File: config.mk
export PLATFORM = sky130hd
export DESIGN_NAME = tccs_ctrl_flat
export DESIGN_NICKNAME = d
export VERILOG_FILES = /design/src/rtl/tccs_pkg.sv /design/src/rtl/tccs_if.sv /design/src/rtl/tccs_ctrl.sv /design/src/flat_wrapper.sv
export SDC_FILE = /design/constraint.sdc
export NUM_CORES = 1
export LEC_CHECK = 0
export ABC_AREA = 0
export BUFFER_PORTS_ARGS = -buffer_cell sky130_fd_sc_hd__buf_4
export CAP_MARGIN = 20
export CORE_AREA = 4 4 41 43
export CTS_CLUSTER_DIAMETER = 200
export DETAILED_ROUTE_END_ITERATION = 7
export DIE_AREA = 0 0 45 47
export PLACE_DENSITY = 0.66
export SLEW_MARGIN = 20
export SYNTH_ARGS = -nofsm -noshare
export SYNTH_HDL_FRONTEND = slang
export SYNTH_SLANG_ARGS = --single-unit
File: constraint.sdc
create_clock -name clk -period 1.45 [get_ports clk]
set_input_delay 0.29 -clock clk [delete_from_list [all_inputs] [get_ports clk]]
set_output_delay 0.29 -clock clk [all_outputs]
set_load 0.01 [all_outputs]
File: src/rtl/tccs_pkg.sv
`default_nettype none
package tccs_pkg;

  // screen geometry
  localparam int COLUMNS    = 80;
  localparam int ROWS       = 25;
  localparam int CELL_COUNT = COLUMNS * ROWS;
  localparam int COPY_CNT   = CELL_COUNT - COLUMNS;

  localparam int ADDR_W = $clog2(CELL_COUNT);
  localparam int ROW_W  = $clog2(ROWS);
  localparam int COL_W  = $clog2(COLUMNS);

  // field widths
  localparam int FUNC_W    = 2;
  localparam int CHAR_W    = 8;
  localparam int ATTR_W    = 8;
  localparam int IN_ADDR_W = 11;
  localparam int CELL_W    = 16;
  localparam int OUT_ROW_W = 5;
  localparam int OUT_COL_W = 7;

  // function codes
  localparam logic [FUNC_W-1:0] FUNC_PUT   = 2'd0;
  localparam logic [FUNC_W-1:0] FUNC_CLEAR = 2'd1;
  localparam logic [FUNC_W-1:0] FUNC_READ  = 2'd2;

  localparam logic [CHAR_W-1:0] NEWLINE_CODE = 8'd10;
  localparam logic [CHAR_W-1:0] BLANK_CHAR   = 8'h20;
  localparam logic [ATTR_W-1:0] RESET_ATTR   = 8'h0F;

  typedef enum logic [2:0] {
    ST_INIT,
    ST_IDLE,
    ST_COPY,
    ST_BLANK,
    ST_RESP
  } state_t;

  typedef enum logic [2:0] {
    OP_NONE,
    OP_ACCEPT,
    OP_INIT,
    OP_COPY,
    OP_BLANK
  } dp_op_t;

  typedef struct packed {
    dp_op_t op;
    logic   load_out;
  } dp_cmd_t;

  typedef struct packed {
    logic put_scroll;
    logic copy_end;
    logic sweep_end;
    logic out_free;
  } dp_status_t;

endpackage
`default_nettype wire

File: src/rtl/tccs_if.sv
`default_nettype none
interface tccs_in_if;
  import tccs_pkg::*;
  logic                 valid;
  logic                 ready;
  logic [FUNC_W-1:0]    func;
  logic [CHAR_W-1:0]    char_code;
  logic [IN_ADDR_W-1:0] cell_address;

  modport source (output valid, func, char_code, cell_address, input ready);
  modport sink (input valid, func, char_code, cell_address, output ready);
endinterface

`default_nettype wire

File: src/rtl/tccs_ctrl.sv
`default_nettype none
module tccs_ctrl
  import tccs_pkg::*;
(
  input  wire logic       clk,
  input  wire logic       rst_n,
  tccs_in_if.sink         in_ch,
  input  wire dp_status_t st,
  output dp_cmd_t         cmd
);

  state_t state_r, state_nxt;

  always_ff @(posedge clk) begin
    if (!rst_n) begin
      state_r <= ST_INIT;
    end else begin
      state_r <= state_nxt;
    end
  end

  always_comb begin
    state_nxt    = state_r;
    cmd.op       = OP_NONE;
    cmd.load_out = 1'b0;
    in_ch.ready  = 1'b0;
    case (state_r)
      ST_INIT: begin
        cmd.op = OP_INIT;
        if (st.sweep_end) begin
          state_nxt = ST_IDLE;
        end
      end
      ST_IDLE: begin
        in_ch.ready = 1'b1;
        if (in_ch.valid) begin
          cmd.op = OP_ACCEPT;
          if (in_ch.func == FUNC_CLEAR) begin
            state_nxt = ST_BLANK;
          end else if (in_ch.func == FUNC_PUT && st.put_scroll) begin
            state_nxt = ST_COPY;
          end else begin
            state_nxt = ST_RESP;
          end
        end
      end
      ST_COPY: begin
        cmd.op = OP_COPY;
        if (st.copy_end) begin
          state_nxt = ST_BLANK;
        end
      end
      ST_BLANK: begin
        cmd.op = OP_BLANK;
        if (st.sweep_end) begin
          state_nxt = ST_RESP;
        end
      end
      ST_RESP: begin
        if (st.out_free) begin
          cmd.load_out = 1'b1;
          state_nxt    = ST_IDLE;
        end
      end
      default: begin
        state_nxt = ST_INIT;
      end
    endcase
  end

  // one item at a time: an accepted item is answered before the next is taken
  a_busy_after_accept: assert property (@(posedge clk) disable iff (!rst_n)
    in_ch.valid && in_ch.ready |=> !in_ch.ready)
    else $error("input taken again before result was loaded");

  a_load_when_free: assert property (@(posedge clk) disable iff (!rst_n)
    cmd.load_out |-> st.out_free)
    else $error("result loaded over a pending result");

  a_no_load_in_sweep: assert property (@(posedge clk) disable iff (!rst_n)
    (cmd.op == OP_COPY || cmd.op == OP_BLANK || cmd.op == OP_INIT) |-> !cmd.load_out)
    else $error("result loaded while a sweep is running");

endmodule
`default_nettype wire

File: src/flat_wrapper.sv
// flat-port wrapper written by rule: the top's interface ports become plain ports
module tccs_ctrl_flat import tccs_pkg::*;
  (clk, rst_n, st, cmd, in_ch_valid, in_ch_func, in_ch_char_code, in_ch_cell_address, in_ch_ready);
  tccs_in_if in_ch_i ();
  input  wire logic clk;
  input  wire logic rst_n;
  input  wire dp_status_t st;
  output dp_cmd_t cmd;
  input wire logic [$bits(in_ch_i.valid)-1:0] in_ch_valid;
  input wire logic [$bits(in_ch_i.func)-1:0] in_ch_func;
  input wire logic [$bits(in_ch_i.char_code)-1:0] in_ch_char_code;
  input wire logic [$bits(in_ch_i.cell_address)-1:0] in_ch_cell_address;
  output wire logic [$bits(in_ch_i.ready)-1:0] in_ch_ready;
  assign in_ch_i.valid = in_ch_valid;
  assign in_ch_i.func = in_ch_func;
  assign in_ch_i.char_code = in_ch_char_code;
  assign in_ch_i.cell_address = in_ch_cell_address;
  assign in_ch_ready = in_ch_i.ready;
  tccs_ctrl u_core (.clk(clk), .rst_n(rst_n), .in_ch(in_ch_i), .st(st), .cmd(cmd));
endmodule
==> results of run 1 <==
## worst max-delay path: cells and delay by family, from the launching register on
kind          cells  cell delay [ps]
buf+inv           1              140
simple gates      2              270
flops             1              440
## logic make-up (layout without fill, tap and decap cells)
group | after synthesis | in the layout | share of synthesized area
compound gates | 9 | 9 | 0.2262
mux | 2 | 2 | 0.07240
flops | 3 | 3 | 0.2172
simple gates | 15 | 15 | 0.3710
buf+inv | 4 | 18 | 0.1131
## worst paths after layout
| check | from | endpoint | depth (start not counted) |
|---|---|---|---|
| min reg2reg | u_core.state_r[1] | u_core.state_r[1] | 2 |
| max reg2reg | u_core.state_r[1] | u_core.state_r[0] | 4 |
| min | rst_n | u_core.state_r[2] | 3 |
| max | u_core.state_r[1] | cmd[0] | 3 |
## cells in the final DEF (no fill, tap or decap)
cell type,count
clkbuf_4,3
buf_4,13
and3_1,2
nand3_1,1
dfxtp_2,3
o21ai_1,1
nor4b_1,1
nand2_1,3
o21ai_2,1
mux2i_1,2
o21ai_0,1
o31ai_1,1
nor2_1,4
o21bai_1,1
nand3b_1,1
o22a_1,1
o2111ai_1,1
nand2b_4,2
clkbuf_1,1
a31oi_1,1
a21oi_1,1
nor4b_2,1
inv_1,1
## Yosys cell counts, drive strengths merged
cell / n / area, um^2
nand2: 3 / 11.26
a31oi: 1 / 6.260
o21bai: 1 / 7.510
nand3b: 1 / 7.510
dfxtp: 3 / 60.06
mux2i: 2 / 20.02
o31ai: 1 / 7.510
nor2: 4 / 15.01
o2111ai: 1 / 8.760
inv: 1 / 3.750
and3: 2 / 12.51
nand3: 1 / 5.000
buf: 3 / 27.52
nor4b: 2 / 23.77
o22a: 1 / 8.760
a21oi: 1 / 5.000
o21ai: 3 / 18.76
nand2b: 2 / 27.53
## cell type report
cell class              instances  share of cell area
well taps                      15             0.04747
multi-input cells              26              0.4684
flip-flops and latches          3              0.1614
clock buffers                   4             0.06646
inverters                       1            0.009494
repair buffers                 13              0.2468
## per-layer routing
| layer | routed length, um | track usage | vias to the layer above | share of wire |
|---|---|---|---|---|
| met2 | 318 | 0.08475 | 11 | 0.47 |
| met4 | 0 | 0.1053 | 0 | 0 |
| met5 | 0 | 0 | - | 0 |
| li1 | - | - | 150 | - |
| met3 | 48 | 0.003831 | 0 | 0.070 |
| met1 | 317 | 0.1020 | 124 | 0.46 |
## power by group
group          internal (mW)  switching [mW]
clock                  0.103          0.0444
combinational          0.188           0.151
sequential             0.117          0.0755
total                  0.408           0.271
## timing repair
item | 4_1_cts | 5_1_grt
setup endpoints to repair | 3 | 1
resized for setup | 2 | 1
hold buffers | 0 | 0
setup buffers | 0 | 0
==> metrics.txt, run 1 <==
TritonCTS Buffers=3; H-tree Lvls=1; non-filler cells, final=62; Nets=76; wire length of the first global-routing pass=1076 um; io pins=33; Syn Nets=61; Final Hold Viols=0; worst-path cell chain=nor2_1, and3_1, buf_4; Core Rows=13; post-synthesis register bit count=3; area of the multi-input gates=185.2 um^2; Crit-path slowest cell=dfxtp_2; critical path class=register to primary output; router iterations before antenna repair=4; Die W=45 um; setup TNS=0 ps; worst relative slew slack=0.8231; placed insts=58; final period utilization=0.9429; port bufs=13; Clock Skews=2.340 ps; Max Freq=731.4 MHz; GRT Overall Usage=0.07419; clock-pin slew on the worst setup and hold paths=40 ps; CP Capture Type=primary output; final instance area=395.4 um^2; grt total ovfl=0; core box area=0.001301 mm^2; DRC errors left=0; pre-CTS setup slack=141.6 ps; Slew Limit Fails=0; Vias/cell=4.597; initial cell density of the core=0.2125; Max clock buf depth=2; max reg flops=3; Syn Inst Count=33; GPL Wtd Cong=0.8075; Pwr Density=1717 mW/mm^2; layout cells sized above 1=0.4894; final setup violation count=0; routed len/inst=11.02 um; Finished Core Util=0.3038; unrepaired setup endpoints after global routing=no; Fillers=153; dpl cell area=365.4 um^2; Seq. cell area=63.81 um^2; initial antenna violation count=0; final WL=683 um; DIE AREA=0.002115 mm^2; sequential-to-total area share from yosys stat=0.2172; post-DP HPWL=492.6 um; CP max FO=9; mapped cell area=276.5 um^2; n_diodes=0; Antenna Nets Post-Route=0; CP arrival=1080 ps; Root Driver=clkbuf_4; Register-to-Register Setup Slack=220 ps; clock sinks=3; Power, Total=678.7 uW; Die Span Y=47 um; CP peak stage delay=440 ps; smallest hold slack=308.8 ps; Max VDD drop=0.5382 mV; Clk Latency, worst-skew pair=230 ps; Syn Area/Cell=8.379 um^2; Max Cap Viol=0; Biggest register=u_core.state_r; CTS tree=done; library cells used by synthesis=22; Vias=285; outcome=completed; area added between synthesis and finish=42.99%; Tightest Hold Check Type=input pin to register; final worst slack=82.74 ps; Starting DRT DRC Count=5; YS warnings=0; Largest regs=u_core.state_r (3); pin count of the biggest net entering global routing=10; worst slew pin tran=261.6 ps; fin crit period=1367 ps; CP Launch Type=register; number of global-route vias before repair=266; Data required, critical path=1160 ps; Leak=0.1708 nW
(Power assumes the default switching activity.)
==> run 2, diff against run 1 <==
--- a/config.mk
+++ b/config.mk
@@ -13,6 +13,7 @@
 export DETAILED_ROUTE_END_ITERATION = 7
 export DIE_AREA = 0 0 45 47
 export PLACE_DENSITY = 0.66
+export RECOVER_POWER = 50
 export SLEW_MARGIN = 20
 export SYNTH_ARGS = -nofsm -noshare
 export SYNTH_HDL_FRONTEND = slang
==> run 2 against run 1 <==
Effect of this change: clock power about the same; global-route usage unchanged; largest power group unchanged; critical path depth unchanged; highest routed layer unchanged; critical endpoint unchanged.
==> metrics.txt, run 2 (synthesis results as in run 1) <==
Die W=45 um (unchanged); placed insts=58 (unchanged); fin crit period=1369 ps (+1.491 ps); Post-CTS Setup Bufs=0 (unchanged); Hold-fix buffers, CTS=0 (unchanged); smallest hold slack=306.1 ps (-2.684 ps); number of global-route vias before repair=266 (unchanged); Tightest Hold Check Type=input pin to register; Leak=0.1696 nW (-0.72%); initial cell density of the core=0.2125 (unchanged); n_diodes=0 (unchanged); DIE AREA=0.002115 mm^2 (unchanged); pin count of the biggest net entering global routing=10 (unchanged); final setup violation count=0 (unchanged); Clock Skews=2.134 ps (-0.2066 ps); delay-heaviest family, CP=flip-flops; io pins=33 (unchanged); grt total ovfl=0 (unchanged); final WL=687 um (+0.59%); CP max FO=9 (unchanged); Crit-path slowest cell=dfxtp_2; router iterations before antenna repair=2 (-2); Die Span Y=47 um (unchanged); GRT Overall Usage=0.07419 (unchanged); Max clock buf depth=2 (unchanged); setup TNS=0 ps (unchanged); Vias=279 (-2.1%); outcome=completed; Critical R2R Launch=u_core.state_r[1]; number of buffers and inverters on the critical path=1 (unchanged); CTS tree=done; H-tree Lvls=1 (unchanged); Core Rows=13 (unchanged); Clk Latency, worst-skew pair=240 ps (about the same); TritonCTS Buffers=3 (unchanged); Max Cap Viol=0 (unchanged); wire length of the first global-routing pass=1076 um (unchanged); CP peak stage delay=440 ps (about the same); Max VDD drop=0.5421 mV (+0.72%); core box area=0.001301 mm^2 (unchanged); Pwr Density=1720 mW/mm^2 (+0.20%); final period utilization=0.9440 (+0.001028); R2R cell count=4 (unchanged); Root Driver=clkbuf_4; post-DP HPWL=492.6 um (unchanged); final worst slack=81.25 ps (-1.491 ps); Max Freq=730.6 MHz (-0.11%); layout cells sized above 1=0.4681 (-0.02128); Starting DRT DRC Count=3 (-2); Register-to-Register Setup Slack=140 ps (-80 ps); Largest regs=u_core.state_r (3); CP Launch Type=register; Vias/cell=4.500 (-2.1%); Hold Startpoint=rst_n; clock sinks=3 (unchanged); unrepaired setup endpoints after global routing=no; critical path class=register to primary output; Slew Limit Fails=0 (unchanged); Final Hold Viols=0 (unchanged); CP arrival=1080 ps (about the same); initial antenna violation count=0 (unchanged); Antenna Nets Post-Route=0 (unchanged); port bufs=13 (unchanged); commonest non-fill, non-tap cell in the layout=buf_4; Nets=76 (unchanged); Biggest register=u_core.state_r; DRC errors left=0 (unchanged); Data required, critical path=1160 ps (about the same); Reg2Reg Capture Point=u_core.state_r[0]; clock-pin slew on the worst setup and hold paths=40 ps (about the same); commonest cells after routing, fill and taps aside=buf_4, nor2_1, nand2_1, clkbuf_4, dfxtp_2; area added between synthesis and finish=41.63%; worst-path cell chain=nor2_1, and3_1, buf_4; GPL Wtd Cong=0.8075 (unchanged); pre-CTS setup slack=141.6 ps (unchanged); worst slew pin tran=295.8 ps (+34.18 ps); non-filler cells, final=62 (unchanged); max reg flops=3 (unchanged); worst relative slew slack=0.8015 (-0.02165); routed len/inst=11.08 um (+0.59%); CP Capture Type=primary output; hold endpoint=u_core.state_r[2]; Worst Hold Depth=3 (unchanged)
-- run 2: cell counts in the layout (fill, tap and decap cells not counted) --
Identical to the previous run, type by type.
-- run 2: worst max-delay path by stage --
stage,cells past startpoint,startpoint,slack (ps),to
after floorplan,5,u_core.state_r[1],280,u_core.state_r[0]
after global placement,4,u_core.state_r[0],150,u_core.state_r[0]
after detailed placement,4,u_core.state_r[0],140,u_core.state_r[0]
after CTS,3,u_core.state_r[2],30,cmd[3]
after global routing,3,u_core.state_r[0],6,cmd[1]
final,3,u_core.state_r[1],80,cmd[0]
-- run 2: timing repair --
action / 4_1_cts / 5_1_grt
setup endpoints to repair: 3 / 1
endpoints found under the hold margin: 0 / 0
resized for setup: 2 / 1
gates cloned: 0 / 0
-- run 2: cell type report --
class,instances,area (um^2)
Multi-Input combinational cell,26,181.4
Timing Repair Buffer,13,97.59
Sequential cell,3,63.81
Tap cell,15,18.77
Fill cell,155,909.6
Clock buffer,4,26.28
Inverter,1,3.754
-- run 2: layer usage --
metal | track usage | vias up | wire length [um]
li1 | - | 149 | -
met1 | 0.1020 | 119 | 333
met2 | 0.08475 | 11 | 306
met3 | 0.003831 | 0 | 48
met4 | 0.1053 | 0 | 0
met5 | 0 | - | 0
-- run 2: through the flow --
step                        util  power, mW  instance area, um^2
after CTS                 0.3029     0.6918                394.1
after global placement    0.2808     0.5216                365.4
final                     0.3010     0.6736                391.6
after detailed placement  0.2808     0.5259                365.4
after global routing      0.3010     0.7297                391.6
after floorplan                -     0.4394                276.5
-- run 2: worst reg2reg max path: stages (launching register included) --
cell,delay (ps)
dfxtp_2,370
nand2b_4,170
o22a_1,200
o21ai_1,260
mux2i_1,220
-- run 2: power breakdown --
part	switching (mW)	leakage (nW)	internal, mW
registers	0.0750	0.0258	0.117
clock network	0.0475	0.0150	0.103
logic	0.147	0.129	0.184
==> run 3, diff against run 2 <==
--- a/config.mk
+++ b/config.mk
@@ -7,11 +7,10 @@
 export LEC_CHECK = 0
 export ABC_AREA = 0
 export BUFFER_PORTS_ARGS = -buffer_cell sky130_fd_sc_hd__buf_4
-export CAP_MARGIN = 20
-export CORE_AREA = 4 4 41 43
+export CORE_AREA = 8 8 45 47
 export CTS_CLUSTER_DIAMETER = 200
 export DETAILED_ROUTE_END_ITERATION = 7
-export DIE_AREA = 0 0 45 47
+export DIE_AREA = 0 0 53 55
 export PLACE_DENSITY = 0.66
 export RECOVER_POWER = 50
 export SLEW_MARGIN = 20
==> run 3 against run 2 <==
Effect of this change: maximum frequency is 1.0% higher; sequential power hardly changed; wire length grew 5.1%; via count increased by 9.0%; final cell count rose by 1.6%; critical path type unchanged; largest power group unchanged.
==> metrics.txt, run 3 (synthesis results as in run 1) <==
outcome=completed; Largest regs=u_core.state_r (3); n_diodes=0 (unchanged); final setup violation count=0 (unchanged); CP arrival=1060 ps (-20 ps); Fillers=157 (+1.3%); routed len/inst=11.46 um (+3.4%); final period utilization=0.9342 (-0.009765); clock sinks=3 (unchanged); Die Span Y=55 um (+17%); worst relative slew slack=0.6893 (-0.1122); Clk Latency, worst-skew pair=240 ps (about the same); final WL=722 um (+5.1%); core box area=0.001384 mm^2 (+6.3%); fin crit period=1355 ps (-14.16 ps); wire length of the first global-routing pass=1000 um (-7.1%); Starting DRT DRC Count=4 (+1); Core Rows=14 (+1); final worst slack=95.41 ps (+14.16 ps); router iterations before antenna repair=4 (+2); initial cell density of the core=0.1998 (-0.01268); Crit-path slowest cell=dfxtp_2; DRC errors left=0 (unchanged); Max clock buf depth=2 (unchanged); Clock Skews=5.152 ps (+3.018 ps); Max Cap Viol=0 (unchanged); number of global-route vias before repair=269 (+1.1%); unrepaired setup endpoints after global routing=no; Final Hold Viols=0 (unchanged); number of buffers and inverters on the critical path=1 (unchanged); CTS tree=done; Tightest Hold Check Type=input pin to register; pre-CTS setup slack=147.2 ps (+5.528 ps); Vias=304 (+9.0%); Nets=76 (unchanged); layout cells sized above 1=0.4681 (unchanged); setup TNS=0 ps (unchanged); pin count of the biggest net entering global routing=10 (unchanged); post-DP HPWL=550.1 um (+12%); CP peak stage delay=420 ps (-20 ps); delay-heaviest family, CP=flip-flops; TritonCTS Buffers=3 (unchanged); Biggest register=u_core.state_r; GRT Overall Usage=0.04923 (-0.02496); worst-path cell chain=nor2_1, and3_1, buf_4; CP Launch Type=register; max reg flops=3 (unchanged); area added between synthesis and finish=42.08%; CP max FO=9 (unchanged); Post-CTS Setup Bufs=0 (unchanged); grt total ovfl=0 (unchanged); io pins=33 (unchanged); clock-pin slew on the worst setup and hold paths=40 ps (about the same); Vias/cell=4.825 (+7.2%); Slew Limit Fails=0 (unchanged); critical path class=register to primary output; worst slew pin tran=459.6 ps (+163.8 ps); DIE AREA=0.002915 mm^2 (+38%); Root Driver=clkbuf_4; H-tree Lvls=1 (unchanged); Die W=53 um (+18%); Max Freq=738.2 MHz (+1.0%); commonest cells after routing, fill and taps aside=buf_4, nor2_1, nand2_1, clkbuf_4; Antenna Nets Post-Route=0 (unchanged); Pwr Density=1738 mW/mm^2 (+1.0%); Leak=0.1702 nW (+0.37%); commonest non-fill, non-tap cell in the layout=buf_4; GPL Wtd Cong=0.8207 (+1.6%); port bufs=13 (unchanged); CP Capture Type=primary output; initial antenna violation count=0 (unchanged); Max VDD drop=0.6001 mV (+11%); Data required, critical path=1160 ps (about the same)
==> run 3: cell types whose count changed in the layout (fill, tap and decap cells not counted) <==
cell	before	now
dfxtp_2	3	2
dfxtp_4	0	1
nor4b_1	1	2
nor4b_2	1	0
o21ai_1	2	1
o21ai_2	0	1
==> run 3: stage by stage <==
stage,util,area [um^2],hold slack [ps],std cells,power [mW]
2_1_floorplan,-,276.5,404.6,33,0.4394
3_3_place_gp,0.2649,366.6,549.6,59,0.5252
3_5_place_dp,0.2649,366.6,546.2,59,0.5290
4_1_cts,0.2857,395.4,296.7,63,0.6891
5_1_grt,0.2839,392.9,315.3,63,0.7271
6_report,0.2839,392.9,305.6,63,0.6828
==> run 3: final cells by class <==
| type | count | area [um^2] | share of cell area |
|---|---|---|---|
| inverter | 1 | 3.754 | 0.009554 |
| timing repair buffer | 13 | 97.59 | 0.2484 |
| sequential | 3 | 66.31 | 0.1688 |
| tap | 16 | 20.02 | 0.05096 |
| clock buffer | 4 | 26.28 | 0.06688 |
| multi-input combinational | 26 | 178.9 | 0.4554 |
==> run 3: final timing paths <==
check                           slack (ps)                end              start  cells after the start
worst max register to register         100  u_core.state_r[0]  u_core.state_r[1]                      4
worst min-delay path                   310  u_core.state_r[2]              rst_n                      3
worst min register to register         530  u_core.state_r[0]  u_core.state_r[0]                      2
worst max-delay path                   100             cmd[0]  u_core.state_r[1]                      3
==> run 3: per-layer routing <==
metal	track usage	share of wire	up-vias
met1	0.04726	0.44	142
met4	0.07759	0.035	0
li1	-	-	147
met3	0.01337	0.091	2
met5	0	0	-
met2	0.07031	0.43	13
==> run 3: timing repair <==
item | in CTS | in global routing
setup endpoints to repair | 3 | 2
endpoints found under the hold margin | 0 | 0
hold buffers | 0 | 0
gates resized for setup | 2 | 2
==> run 3: power by group <==
part           leakage [nW]  internal (mW)  total [mW]  switching (mW)
registers            0.0261          0.123       0.194          0.0707
logic                 0.129          0.186       0.338           0.152
clock network        0.0150          0.103       0.151          0.0473
==> run 3: worst min-delay path: stages <==
cell and delay [ps]:
buf_4 110, nand2_1 50, o21ai_1 60
